--- src/rtl/core/ssps_pkg.sv ---
// ----------------------------------------------------------------------------
// ssps_pkg
// Shared types and constants of the slotted servo pulse scheduler.
// ----------------------------------------------------------------------------
`default_nettype none

package ssps_pkg;

    localparam int CHANNELS    = 8;
    localparam int CH_W        = (CHANNELS > 1) ? $clog2(CHANNELS) : 1;
    localparam int TABLE_DEPTH = 8;
    localparam int TABLE_W     = 3;
    localparam int PIN_W       = 8;
    localparam int TICK_W      = 16;
    localparam int CFG_ADDR_W  = 1;
    localparam int CFG_DATA_W  = 16;

    localparam logic [CFG_ADDR_W-1:0] CFG_PERIOD_LAST = 1'd0;
    localparam logic [CFG_ADDR_W-1:0] CFG_SLOT_LEN    = 1'd1;

    localparam logic OP_TICK  = 1'b0;
    localparam logic OP_WRITE = 1'b1;

    localparam logic [TICK_W-1:0] PERIOD_LAST_RST = 16'd12499;
    localparam logic [TICK_W-1:0] SLOT_LEN_RST    = 16'd1562;

    typedef struct packed {
        logic [2:0]       active_channel;
        logic             edge_event;
        logic [PIN_W-1:0] pins;
    } t_result;

    typedef logic [1:0] t_fill;

endpackage

`default_nettype wire

--- src/rtl/core/slotted_servo_pulse_scheduler_top.sv ---
// ----------------------------------------------------------------------------
// slotted_servo_pulse_scheduler_top
// Drives a group of servo pins in time slots of a wrapping period counter.
// ----------------------------------------------------------------------------
// Items arrive on the s_axis channel. s_axis_tuser is the operation: low for
// one timer tick, high to store a channel's pulse width. s_axis_tdata holds
// the channel number and the pulse width of a write.
// Every item gives exactly one result on the m_axis channel: the pin levels,
// a flag for a compare event on this tick and the channel being served.
// The counter, compare and table are updated in the cycle of the transfer,
// and the result is registered in the output buffer and shown from its head.
// One item per clock is accepted for as long as results are taken. A
// two-entry output buffer lets the block take one more transfer while a
// result waits; s_axis_tready drops only when both entries are full.
// The configuration port writes the period and the slot length registers; the
// user must write it only while no item is in flight; the block does not enforce it.
// A synchronous reset clears the counter, compare, channel, width table and
// pins, arms the rising event and loads the default period and slot length.
// The output buffer is emptied by reset.
// ----------------------------------------------------------------------------
`default_nettype none

module slotted_servo_pulse_scheduler_top (
    input  wire logic                                i_clk,
    input  wire logic                                i_rst_n,
    input  wire logic                                i_cfg_we,
    input  wire logic [ssps_pkg::CFG_ADDR_W-1:0]     i_cfg_addr,
    input  wire logic [ssps_pkg::CFG_DATA_W-1:0]     i_cfg_data,
    input  wire logic                                s_axis_tvalid,
    output logic                                     s_axis_tready,
    // [2:0] channel, [18:3] pulse_width, [23:19] zero
    input  wire logic [23:0]                         s_axis_tdata,
    // [0] operation
    input  wire logic                                s_axis_tuser,
    output logic                                     m_axis_tvalid,
    input  wire logic                                m_axis_tready,
    // [7:0] pins, [8] edge_event, [11:9] active_channel, [15:12] zero
    output logic [15:0]                              m_axis_tdata
);

    localparam int CH_W   = ssps_pkg::CH_W;
    localparam int TICK_W = ssps_pkg::TICK_W;

    logic [TICK_W-1:0]          r_period_last;
    logic [TICK_W-1:0]          r_slot_len;
    logic [TICK_W-1:0]          r_counter;
    logic [TICK_W-1:0]          r_compare;
    logic [CH_W-1:0]            r_chan;
    logic                       r_rising;
    logic [ssps_pkg::PIN_W-1:0] r_pins;
    logic [TICK_W-1:0]          r_table [ssps_pkg::TABLE_DEPTH];

    logic [TICK_W-1:0]          n_counter;
    logic [TICK_W-1:0]          n_compare;
    logic [CH_W-1:0]            n_chan;
    logic                       n_rising;
    logic [ssps_pkg::PIN_W-1:0] n_pins;
    logic                       n_event;

    ssps_pkg::t_result          r_head;
    ssps_pkg::t_result          r_skid;
    ssps_pkg::t_fill            r_fill;
    ssps_pkg::t_result          result;

    logic                       push;
    logic                       pop;
    logic                       is_tick;
    logic [2:0]                 in_chan;
    logic [TICK_W-1:0]          in_width;
    logic                       last_chan;
    logic [CH_W:0]              chan_inc;
    logic [ssps_pkg::PIN_W-1:0] pin_mask;
    logic [TICK_W-1:0]          slot_start;
    logic                       write_ok;

    assign push     = s_axis_tvalid && s_axis_tready;
    assign pop      = m_axis_tvalid && m_axis_tready;
    assign is_tick  = (s_axis_tuser == ssps_pkg::OP_TICK);
    assign in_chan  = s_axis_tdata[2:0];
    assign in_width = s_axis_tdata[18:3];
    assign write_ok = (s_axis_tuser == ssps_pkg::OP_WRITE)
                      && (5'(in_chan) < 5'(ssps_pkg::CHANNELS));

    assign last_chan  = (r_chan == CH_W'(ssps_pkg::CHANNELS - 1));
    assign chan_inc   = {1'b0, r_chan} + (CH_W + 1)'(1);
    assign slot_start = TICK_W'(r_slot_len * TICK_W'(chan_inc));
    assign pin_mask   = ((CH_W + 1)'(r_chan) < (CH_W + 1)'(8))
                        ? (ssps_pkg::PIN_W'(1) << 3'(r_chan))
                        : '0;

    always_comb begin
        n_counter = r_counter;
        n_compare = r_compare;
        n_chan    = r_chan;
        n_rising  = r_rising;
        n_pins    = r_pins;
        n_event   = 1'b0;
        if (is_tick) begin
            if (r_counter >= r_period_last) begin
                n_counter = '0;
            end else begin
                n_counter = r_counter + TICK_W'(1);
            end
            if (n_counter == r_compare) begin
                n_event = 1'b1;
                if (r_rising) begin
                    n_pins    = r_pins | pin_mask;
                    n_compare = r_compare + r_table[ssps_pkg::TABLE_W'(r_chan)];
                    n_rising  = 1'b0;
                end else begin
                    n_pins    = r_pins & ~pin_mask;
                    n_rising  = 1'b1;
                    n_compare = last_chan ? '0 : slot_start;
                    n_chan    = last_chan ? '0 : CH_W'(chan_inc);
                end
            end
        end
    end

    always_comb begin
        result.pins           = n_pins;
        result.edge_event     = n_event;
        result.active_channel = 3'(n_chan);
    end

    always_ff @(posedge i_clk) begin
        if (!i_rst_n) begin
            r_period_last <= ssps_pkg::PERIOD_LAST_RST;
            r_slot_len    <= ssps_pkg::SLOT_LEN_RST;
        end else if (i_cfg_we) begin
            case (i_cfg_addr)
                ssps_pkg::CFG_PERIOD_LAST: r_period_last <= i_cfg_data;
                ssps_pkg::CFG_SLOT_LEN:    r_slot_len    <= i_cfg_data;
                default: ;
            endcase
        end
    end

    always_ff @(posedge i_clk) begin
        if (!i_rst_n) begin
            r_counter <= '0;
            r_compare <= '0;
            r_chan    <= '0;
            r_rising  <= 1'b1;
            r_pins    <= '0;
            for (int i = 0; i < ssps_pkg::TABLE_DEPTH; i++) begin
                r_table[i] <= '0;
            end
        end else if (push) begin
            r_counter <= n_counter;
            r_compare <= n_compare;
            r_chan    <= n_chan;
            r_rising  <= n_rising;
            r_pins    <= n_pins;
            if (write_ok) begin
                r_table[in_chan] <= in_width;
            end
        end
    end

    always_ff @(posedge i_clk) begin
        if (!i_rst_n) begin
            r_fill <= 2'd0;
        end else if (push && !pop) begin
            r_fill <= r_fill + 2'd1;
        end else if (!push && pop) begin
            r_fill <= r_fill - 2'd1;
        end
    end

    always_ff @(posedge i_clk) begin
        if (push && !pop) begin
            if (r_fill == 2'd0) begin
                r_head <= result;
            end else begin
                r_skid <= result;
            end
        end else if (push && pop) begin
            if (r_fill == 2'd1) begin
                r_head <= result;
            end else begin
                r_head <= r_skid;
                r_skid <= result;
            end
        end else if (pop) begin
            r_head <= r_skid;
        end
    end

    assign s_axis_tready = (r_fill != 2'd2);
    assign m_axis_tvalid = (r_fill != 2'd0);
    assign m_axis_tdata  = {4'b0000, r_head};

endmodule

`default_nettype wire

--- config.mk ---
export PLATFORM = sky130hd
export DESIGN_NAME = slotted_servo_pulse_scheduler_top
export DESIGN_NICKNAME = d
export VERILOG_FILES = /design/src/rtl/core/ssps_pkg.sv /design/src/rtl/core/slotted_servo_pulse_scheduler_top.sv
export SDC_FILE = /design/constraint.sdc
export NUM_CORES = 1
export LEC_CHECK = 0
export ABC_AREA = 1
export BUFFER_PORTS_ARGS = -buffer_cell sky130_fd_sc_hd__buf_2
export CELL_PAD_IN_SITES_DETAIL_PLACEMENT = 2
export CELL_PAD_IN_SITES_GLOBAL_PLACEMENT = 2
export CORE_ASPECT_RATIO = 0.7
export CORE_MARGIN = 2
export CORE_UTILIZATION = 39
export CTS_BUF_LIST = sky130_fd_sc_hd__clkbuf_4 sky130_fd_sc_hd__clkbuf_8
export DETAILED_ROUTE_END_ITERATION = 8
export GPL_TIMING_DRIVEN = 0
export HOLD_SLACK_MARGIN = 0.15
export MAX_ROUTING_LAYER = met4
export PLACE_DENSITY_LB_ADDON = 0.1
export SETUP_SLACK_MARGIN = 0.02
export SYNTH_ARGS = -nofsm -noshare
export SYNTH_HDL_FRONTEND = slang
export SYNTH_SLANG_ARGS = --single-unit
--- constraint.sdc ---
create_clock -name i_clk -period 6.11 [get_ports i_clk]
set_clock_uncertainty 0.2 [all_clocks]
set_input_delay 1.833 -clock i_clk [delete_from_list [all_inputs] [get_ports i_clk]]
set_output_delay 1.833 -clock i_clk [all_outputs]
set_load 0.02 [all_outputs]
# Word-level counts from Yosys, hierarchy flattened

Memories as Yosys holds them, arrays and structs flattened. A register that Yosys moved wholly into a read port is not among the register bits.
Cells that the tools add are included.

Multipliers: 1
Reduce and logical (&&, ||, !) cells: 19
Bitwise logic cells: 5
Add/subtract/negate cells: 5
Equal/unequal tests: 7
Muxes and demuxes: 35
Shifts and indexed selects: 1
Magnitude comparators: 1

Operator list:

| kind                                                               | count |
|---|---|
| 12-bit two-way mux                                                 | 9 |
| 16-bit two-way mux                                                 | 5 |
| 8-bit two-way mux                                                  | 3 |
| 3-bit two-way mux                                                  | 7 |
| 16-bit by 1-bit adder with 16-bit output (second input constant)   | 1 |
| 16-bit adder                                                       | 1 |
| 16-bit equality test                                               | 1 |
| 16-bit >= comparator                                               | 1 |
| 16-bit by 4-bit multiplier with 16-bit output                      | 1 |
| 16-bit OR reduction                                                | 1 |
| 1-bit two-way mux                                                  | 9 |
| 8-bit AND                                                          | 1 |
| 8-bit inverter                                                     | 1 |
| 8-bit OR                                                           | 1 |
| 2-bit AND reduction                                                | 4 |
| 1-bit by 3-bit left shift with 8-bit output (first input constant) | 1 |
| 2-bit != test (second input constant)                              | 3 |
| 3-bit AND reduction                                                | 2 |
| 2-bit nonzero test                                                 | 3 |
| 1-bit logical AND                                                  | 5 |
| 3-bit by 1-bit adder with 4-bit output (second input constant)     | 1 |
| 2-bit two-way mux                                                  | 2 |
| 3-bit equality test (second input constant)                        | 1 |
| 3-bit nonzero test                                                 | 1 |
| 7 further kinds                                                    | 9 |

Memories: 1
Bits in writable memories: 128
Register bits after elaboration: 102
Input port bits: 47

Memory list:

| name    | depth | bits a word | read ports | clocked after Yosys merged registers in | wr ports | RTL line                                | RTL |
|---|---|---|---|---|---|---|---|
| r_table | 8     | 16          | 1          | 1                                       | 8        | slotted_servo_pulse_scheduler_top.sv:51 | `logic [TICK_W-1:0] r_table [ssps_pkg::TABLE_DEPTH];` |

# Logic depth before layout (Yosys ltp)

Gate-level depths: netlist (run 1).

Depth in word-level cells: 9
Gate-level depth with buffers: 23

# Worst setup path after synthesis (run 1)

OpenSTA, ideal clock, no wires.

Path kind: register to register
Start: register r_chan[0]
End: register r_compare[12]
Arrival: 4.077 ns
Cell stages (with the launch flop): 20
Slack: 1.762 ns
Required time: 5.840 ns
Cell sequence: dfxtp_1 inv_1 clkbuf_1 ha_1 clkbuf_1 clkbuf_1 nand2_1 fa_1 inv_1 fa_1 fa_1 nand3_1 nand2_1 a21oi_1 o21bai_1 a21oi_1 o21ai_0 nand2_1 nand4_1 a21oi_1

Word-level cells in the longest chain between the ends: 4
Elaborated cells on any way between the ends: 5
Those cells by class: add/sub: 1; mul: 1; eq/ne: 1; mux: 2

RTL lines:

| what                                          | RTL line                                 | RTL |
|---|---|---|
| start: declaration                            | slotted_servo_pulse_scheduler_top.sv:48  | `logic [CH_W-1:0] r_chan;` |
| start signal: assignment                      | slotted_servo_pulse_scheduler_top.sv:152 | `r_chan <= n_chan;` |
| 3-bit by 1-bit adder with 4-bit output        | slotted_servo_pulse_scheduler_top.sv:85  | `assign chan_inc = {1'b0, r_chan} + (CH_W + 1)'(1);` |
| 16-bit by 4-bit multiplier with 16-bit output | slotted_servo_pulse_scheduler_top.sv:86  | `assign slot_start = TICK_W'(r_slot_len * TICK_W'(chan_inc));` |
| 16-bit two-way mux *                          | slotted_servo_pulse_scheduler_top.sv:113 | `n_compare = last_chan ? '0 : slot_start;` |
| 16-bit two-way mux *                          | slotted_servo_pulse_scheduler_top.sv:106 | `if (r_rising) begin` |
| end signal: assignment                        | slotted_servo_pulse_scheduler_top.sv:151 | `r_compare <= n_compare;` |
| end: declaration                              | slotted_servo_pulse_scheduler_top.sv:47  | `logic [TICK_W-1:0] r_compare;` |

Every way passes the cells marked *; elsewhere a longest branch is shown, timed or not.
A chain may end at the register's enable or synchronous reset.

# Worst setup path in the final report (run 1)

Start: register r_chan[0]
End: register r_compare[13]

The elaborated chain is that of the path after synthesis.

==> impl_metrics.ini, run 1 <==
[placement]
dpl.cell_count = 2237
place_congestion = 0.867
place_ws_ns = 0.482
hpwl_um = 38300
io_buffers = 55
dpl-instance-area_um2 = 14600

[setup_path]
startpoint = r_chan[0]
crit_type = reg2reg
rrSetupSlack_ns = 0.58
startpoint_type = flop
arrival_ns = 5.74
end_kind = flop
timing.rr.start = r_chan[0]
cp.required_ns = 6.32
cp_max_fo = 11

[die]
start_util_pct = 39.5
die_w_um = 228
core-area_um2 = 34600
dieArea_um2 = 36600
io-pin-count = 65
die_y_um = 161
rows = 57

[pwr]
power_leakage_nw = 6.95
power_density_nw_per_um2 = 345
ir_drop_v = 0.000139

[sta]
finalSetupTns_ns = 0
slew_violations = 0
finalWorstSetupSlack_ns = 0.581
slew_headroom_pct = 20.1
fmax_mhz = 181
final.min_clock_period_ns = 5.53
rsz0062_at_grt = no
tightest_slew_ns = 1.20
post-route-period-util_pct = 90.5
finalSetupViolCount = 0
hold_violations = 0

[layout]
final_common_cell = nor2_1
layout_common_cells = nor2_1, nand2_1, inv_1, edfxtp_1, o21ai_0
instances_no_fill = 2315
layout.nets = 1941
drive_above_1_share_pct = 9.88
final_cell_area_um2 = 15600
post-route-util_pct = 45.0
antenna_cells = 0
fill_cells = 4003
area_growth_pct = 13.8

[global_route]
grt_overflow = 0
grt_max_degree = 17
grt_pass1_vias = 13800
grt_pass1_wl_um = 79900
track_usage_pct = 28.9
antenna_found_initial = 0

[drt]
avgRoutedWirePerCell_um = 21.9
ant_nets = 0
drt_iter0_markers = 736
drt_first_pass_iters = 7
wirelength_um = 50700
vias = 12600
drc = 0
vias_per_cell = 5.44

[clock_network]
hold_buffers = 0
cts.sinks = 233
cts_tree = built
clkLatencyLatePin_ns = 0.59
h-tree-depth = 2
clockRootBuffer = clkbuf_8
clk_pin_slew_ns = 0.06
numCtsBuffers = 42
ctsLongestPathBuffers = 3

[synth]
ys_types = 47
ys.flop_type = edfxtp_1
seq_area_frac_synth_pct = 45.2
syn-cell-area_um2 = 13700
netlist_instances = 1706
ys_seq_elements = 233
async_flop_share_pct = 0
synth_edf_count = 152
syn_avg_cell_area_um2 = 8.02
ys_warn_count = 0

[outcome]
status = complete, no violations

[run]
drv_cap = 0

[worst_hold_path]
hp-class = reg2reg
hold_start = r_period_last[11]
-- layout make-up --
cell class                 count  area, um2  area share, %
multi-input combinational   1201       6410           41.2
tap                          472        591           3.80
buffer                        77        354           2.28
timing repair buffer          56        283           1.82
sequential                   233       6190           39.8
inverter                     198        743           4.78
clock inverter                13        176           1.13
clock buffer                  65        820           5.27
-- cells in the mapped netlist (6+ instances only) --
cell type	number	area (um2)
o21ai_0	135	676
clkbuf_1	58	218
nand2_1	321	1200
fa_1	26	521
edfxtp_1	152	4560
a31oi_1	14	87.6
nor2_1	343	1290
ha_1	59	738
nand3_1	51	255
inv_1	185	694
inv_2	6	22.5
a21oi_1	96	480
xor2_1	18	158
nor2_4	7	78.8
o22ai_1	23	144
o211ai_1	11	82.6
clkinv_1	7	26.3
nand4_1	43	269
buf_4	10	75.1
dfxtp_1	81	1620
-- power by group --
part / internal, mW / leakage [nW] / total (mW) / switching [mW]
Sequential: 1.86 / 2.22 / 1.94 / 0.0888
Clock: 1.03 / 0.521 / 1.77 / 0.740
Combinational: 0.481 / 4.21 / 1.66 / 1.18
-- stage by stage --
stage	hold WS, ns	power [mW]
finish	0.278	5.37
global route	0.293	5.68
CTS	0.285	5.40
detailed placement	0.268	3.60
global placement	0.257	3.51
floorplan	0.235	3.03
-- worst paths after layout --
check	to	depth (start not counted)
worst max-delay path	r_compare[13]	21
worst min-delay path	r_period_last[11]	2
worst max register to register	r_compare[13]	21
worst min register to register	r_period_last[11]	2
-- registers in the layout, summed over array words and instances (netlist names), named ones only --
register and count:
r_compare 16, r_pins 8, r_period_last 16, r_chan 3
r_counter 16, r_skid 12, r_fill 2, r_rising 1
m_axis_tdata 12, r_slot_len 16, r_table 128
-- repair_timing --
action,in CTS,in global routing
setup endpoints to repair,0,1
hold endpoints to repair,0,0
gates resized for setup,0,2
buffers inserted,0,0
-- critical path: stages (launching register included) --
cell      delay (ns)
dfxtp_1         0.53
inv_1           0.28
clkbuf_1        0.37
ha_1            0.39
clkbuf_1        0.39
clkbuf_2        0.34
nand2_1         0.11
fa_1            0.41
fa_1            0.52
inv_1           0.04
ha_1            0.37
a21o_1          0.22
nand2_1         0.08
nand2_1         0.05
nand2_1         0.07
nand3_1         0.16
a21oi_1         0.25
a21oi_1         0.10
o21ai_0         0.11
o21ai_0         0.13
nand4_1         0.11
a21oi_1         0.10
-- layer usage --
layer  vias up  routed length (um)  global-route usage [%]  share of wire, %
li1       5815                   -                       -                 -
met1      6430               24400                    40.3                48
met2       293               23000                    45.3                45
met3        58                2610                    3.84               5.2
met4         0                 718                    6.10               1.4
met5         -                   0                       -                 0
-- kinds of logic after synthesis --
| group | share of synthesized area [%] |
|---|---|
| simple gates | 24.0 |
| compound gates | 11.8 |
| buf+inv | 8.01 |
| other cells | 0.0274 |
| flops | 45.2 |
| xor+xnor | 1.71 |
| fa+ha+maj | 9.20 |
Power figures use the tool's default switching activity.
==> inputs of run 2 (changes only) <==
- ABC_AREA: 1 -> default
- CORE_UTILIZATION: 39 -> 43
==> impl_metrics.ini, run 2 <==
[outcome]
status = complete, no violations

[setup_path]
cp.required_ns = 6.35
end_kind = flop
crit_type = reg2reg
cp_max_fo = 11
arrival_ns = 5.92
startpoint_type = flop

[synth]
seq_area_frac_synth_pct = 44.5
netlist_instances = 1324
synth_area_leaders = edfxtp_1, dfxtp_1, and2_1
async_flop_share_pct = 0
yosysTopAreaCellShare_pct = 32.8
synth_top_family_by_area = simple AND/OR/NAND/NOR gates
yosysMostFrequentCell = and2_1
synth_compound_area_share_pct = 10.8
syn_avg_cell_area_um2 = 10.5
ys_warn_count = 0
synth_mux_area_share_pct = 8.32
synth_top_area_cell = edfxtp_1
ys_seq_elements = 233
syn-cell-area_um2 = 13900
ys.flop_type = edfxtp_1
synth_simple_gate_area_share_pct = 19.7
synth_edf_count = 152
synthAdderAreaFrac_pct = 9.05
synth_commonest_cells = and2_1, edfxtp_1, nand2_1, inv_1, dfxtp_1
synth_xor_area_share_pct = 2.97
ys_types = 78

[die]
die_w_um = 219
dieArea_um2 = 33800
core-area_um2 = 32100
rows = 55
start_util_pct = 43.4
die_y_um = 154
io-pin-count = 65

[clock_network]
numCtsBuffers = 40
h-tree-depth = 2
ctsLongestPathBuffers = 3
clockRootBuffer = clkbuf_8
postCtsSetupBuffers = 0
clk_pin_slew_ns = 0.08
cts.sinks = 233
cts_tree = built
clkLatencyLatePin_ns = 0.59

[layout]
final_common_cell = and2_1
layout.nets = 1563
area_growth_pct = 13.2
drive_above_1_share_pct = 16.7
instances_no_fill = 1890
layout_common_cells = and2_1, edfxtp_1, nand2_1, inv_1, dfxtp_1
antenna_cells = 0
fill_cells = 3316
largest_register_ff_count = 128
largest_register = r_table

[sta]
rsz0062_at_grt = no
fmax_mhz = 176
slew_violations = 0
finalSetupViolCount = 0
hold_slack_ns = 0.268
final.min_clock_period_ns = 5.68
post-route-period-util_pct = 93.0
slew_headroom_pct = 8.44
hold_violations = 0
tightest_slew_ns = 1.36

[drt]
vias = 10900
vias_per_cell = 5.75
ant_nets = 0
drt_first_pass_iters = 5
drc = 0
avgRoutedWirePerCell_um = 25.3
wirelength_um = 47800
drt_iter0_markers = 679

[placement]
io_buffers = 55
place_congestion = 0.856
hpwl_um = 35000
dpl.cell_count = 1816

[global_route]
grt_pass1_vias = 12000
track_usage_pct = 29.9
antenna_found_initial = 0
grt_max_degree = 17
grt_overflow = 0
grt_pass1_wl_um = 73600

[pwr]
power_leakage_nw = 6.26
power_density_nw_per_um2 = 261
ir_drop_v = 0.000228
fin_total_pwr_mw = 4.10

[run]
drv_cap = 0

[worst_hold_path]
hp-class = reg2reg
[run 2: kinds of logic (layout without fill, tap and decap cells)]
| logic type | count (synthesis) | in the layout |
|---|---|---|
| other cells | 1 | 4 |
| simple gates | 516 | 516 |
| mux | 73 | 73 |
| xor+xnor | 44 | 44 |
| compound gates | 219 | 219 |
| flops | 233 | 233 |
| buf+inv | 153 | 289 |
| fa+ha+maj | 85 | 85 |
[run 2: worst max-delay path, cell delays in order (launching register included)]
cell and delay (ns):
dfxtp_2 0.47, inv_1 0.22, clkbuf_2 0.31, ha_2 0.50
clkbuf_2 0.28, nand2_1 0.10, fa_1 0.48, inv_1 0.06
fa_1 0.53, fa_1 0.49, a21o_1 0.20, a311oi_1 0.35
o21ai_0 0.15, a21oi_1 0.25, o21ai_0 0.19, xnor2_1 0.30
nor3_1 0.08, o21a_1 0.21, o21a_1 0.16
[run 2: layer usage]
layer	GRT usage, %	part of all wire (%)	wire length [um]	vias up
met4	7.69	2.2	1050	0
met2	44.1	44	21000	297
met5	-	0	0	-
met1	42.4	48	23000	5601
li1	-	-	-	4886
met3	5.49	5.9	2820	77
[run 2: final cells by class]
type	count	area (um2)	share of cell area (%)
buffer	62	305	1.94
clock buffer	58	711	4.51
clock inverter	16	168	1.06
inverter	91	342	2.17
multi-input combinational	941	7130	45.3
sequential	233	6190	39.3
tap	427	534	3.39
timing repair buffer	62	373	2.37
[run 2: power breakdown]
part | total [mW] | switching, mW | internal (mW)
clock network | 1.62 | 0.739 | 0.885
registers | 1.89 | 0.0623 | 1.82
logic | 0.595 | 0.398 | 0.197
[run 2: worst paths after layout]
path	startpoint	end	slack [ns]	cells past startpoint
setup / recovery	r_chan[0]	r_compare[12]	0.43	18
hold / removal	r_pins[7]	r_pins[7]	0.27	2
setup reg to reg	r_chan[0]	r_compare[12]	0.43	18
hold reg to reg	r_pins[7]	r_pins[7]	0.27	2
[run 2: metrics by stage]
step | util (%) | setup slack, ns | cell area [um2] | setup TNS, ns
after floorplan | - | 1.40 | 13900 | 0
after detailed placement | 46.3 | -0.144 | 14900 | -0.262
after global placement | 45.9 | -0.0516 | 14700 | -0.0516
final | 49.1 | 0.429 | 15700 | 0
after CTS | 49.1 | 0.0504 | 15700 | 0
after global routing | 49.1 | 0.0706 | 15700 | 0
[run 2: what timing repair did]
| action | CTS | global route |
|---|---|---|
| setup endpoints to repair | 3 | 4 |
| resized for setup | 2 | 3 |
| hold buffers | 0 | 0 |
| endpoints found under the hold margin | 0 | 0 |
==> inputs of run 3 (changes only) <==
- CORE_UTILIZATION: 43 -> 40
- CTS_BUF_LIST: sky130_fd_sc_hd__clkbuf_4 sky130_fd_sc_hd__clkbuf_8 -> sky130_fd_sc_hd__clkbuf_16
==> impl_metrics.ini, run 3 (same netlist as run 2, synthesis figures left out) <==
[outcome]
status = complete, no violations

[layout]
seq_area_um2 = 6190
fill_cells = 3576
largest_register = r_table
layout_common_cells = and2_1, edfxtp_1, nand2_1, inv_1, dfxtp_1
area_growth_pct = 13.0
multiInputGateArea_um2 = 7150
layout.nets = 1548
final_common_cell = and2_1
drive_above_1_share_pct = 14.2
largest_register_ff_count = 128

[clock_network]
cts.sinks = 233
clk_pin_slew_ns = 0.06
clkLatencyLatePin_ns = 0.55
numCtsBuffers = 25
clockRootBuffer = clkbuf_16
ctsLongestPathBuffers = 3
cts_tree = built
h-tree-depth = 1
postCtsSetupBuffers = 0

[setup_path]
startpoint = r_chan[0]
timing.critical_path.to = r_compare[14]
timing.rr.start = r_chan[0]
cpMostUsedCell = fa_1
cp.required_ns = 6.39
crit_path_top_delay_cell = dfxtp_1
cp_cell_sequence = inv_1, nor3_4, clkbuf_2, nand2_1, fa_1, inv_1, fa_1, fa_1, a21o_1, a311oi_1, o21ai_0, a21oi_1, o21ai_0, a31oi_1, xnor2_1, nand2_1, a31oi_1
startpoint_type = flop
crit_type = reg2reg
arrival_ns = 6.06
r2r_end = r_compare[14]
reg2regPathDepth = 17
end_kind = flop
slowest_delay_ns = 0.59
rrSetupSlack_ns = 0.32
cp_max_fo = 10

[global_route]
antenna_found_initial = 1
grt_pass1_vias = 11500
track_usage_pct = 26.5
grt_pass1_wl_um = 70800
grt_max_degree = 17
grt_overflow = 0

[die]
start_util_pct = 40.4
io-pin-count = 65
rows = 57
core-area_um2 = 34400
dieArea_um2 = 36300
die_w_um = 227
die_y_um = 160

[sta]
post-route-period-util_pct = 94.7
hold_slack_ns = 0.268
finalWorstSetupSlack_ns = 0.324
slew_violations = 0
final.min_clock_period_ns = 5.79
tightest_slew_ns = 1.37
hold_violations = 0
rsz0062_at_grt = no
finalSetupViolCount = 0
fmax_mhz = 173
slew_headroom_pct = 7.90

[pwr]
fin_total_pwr_mw = 3.94
power_leakage_nw = 6.22
ir_drop_v = 0.000175
power_density_nw_per_um2 = 251

[drt]
wirelength_um = 45300
drt_first_pass_iters = 5
drt_iter0_markers = 722
vias_per_cell = 5.53
ant_nets = 0
drc = 0
vias = 10600
avgRoutedWirePerCell_um = 23.7

[placement]
place_ws_ns = -0.313
hpwl_um = 34800
io_buffers = 55
place_congestion = 0.818

[run]
drv_cap = 0

[worst_hold_path]
hp-class = reg2reg
holdPathStages = 2
[run 3: cell types whose count changed in the layout (fill, tap and decap cells not counted), sizes merged]
cell | before | now
bufinv | 3 | 2
clkinv | 12 | 9
clkbuf | 100 | 65
inv | 92 | 100
diode | 0 | 1
buf | 82 | 84
[run 3: layout make-up]
type / count / share of cell area, %
diodes: 1 / 0.0159
plain buffers: 61 / 1.92
clock buffers: 25 / 3.98
clock inverters: 20 / 0.892
inverters: 91 / 2.17
multi-input cells: 941 / 45.5
flip-flops and latches: 233 / 39.4
well taps: 472 / 3.76
repair buffers: 63 / 2.42
[run 3: repair_timing]
item	CTS	global route
resized for setup	3	5
endpoints found under the setup margin	4	4
hold buffers	0	0
[run 3: critical path, delay by kind of cell (launching register included)]
kind | cells | cell delay [ns]
compound gates | 7 | 1.66
buf+inv | 3 | 0.68
fa+ha+maj | 3 | 1.61
flops | 1 | 0.59
simple gates | 3 | 0.68
xor+xnor | 1 | 0.28
[run 3: per-stage QoR]
stage / std cells / utilization, % / TNS, ns / area [um2]
finish: 1907 / 45.6 / 0 / 15700
global route: 1907 / 45.6 / 0 / 15700
CTS: 1906 / 45.5 / 0 / 15700
detailed placement: 1862 / 43.3 / -0.840 / 14900
global placement: 1854 / 42.9 / -0.330 / 14800
floorplan: 1327 / - / 0 / 13900
[run 3: where the power goes]
group          internal, mW  switching (mW)
logic                 0.200           0.381
clock network         0.825           0.655
registers              1.82          0.0588
total                  2.85            1.10
[run 3: routing by layer]
layer	global-route usage, %	up-vias	wire [um]
met5	-	-	0
met4	4.64	0	700
met3	3.05	44	1840
met1	39.7	5442	22800
li1	-	4858	-
met2	39.1	207	20000
[run 3: worst min-delay path by stage]
stage | slack, ns | endpoint | startpoint
finish | 0.27 | r_period_last[14] | r_period_last[14]
global route | 0.30 | r_period_last[15] | r_period_last[15]
CTS | 0.27 | r_period_last[14] | r_period_last[14]
detailed placement | 0.26 | r_period_last[11] | r_period_last[11]
global placement | 0.25 | r_period_last[14] | r_period_last[14]
floorplan | 0.23 | r_pins[3] | r_pins[3]
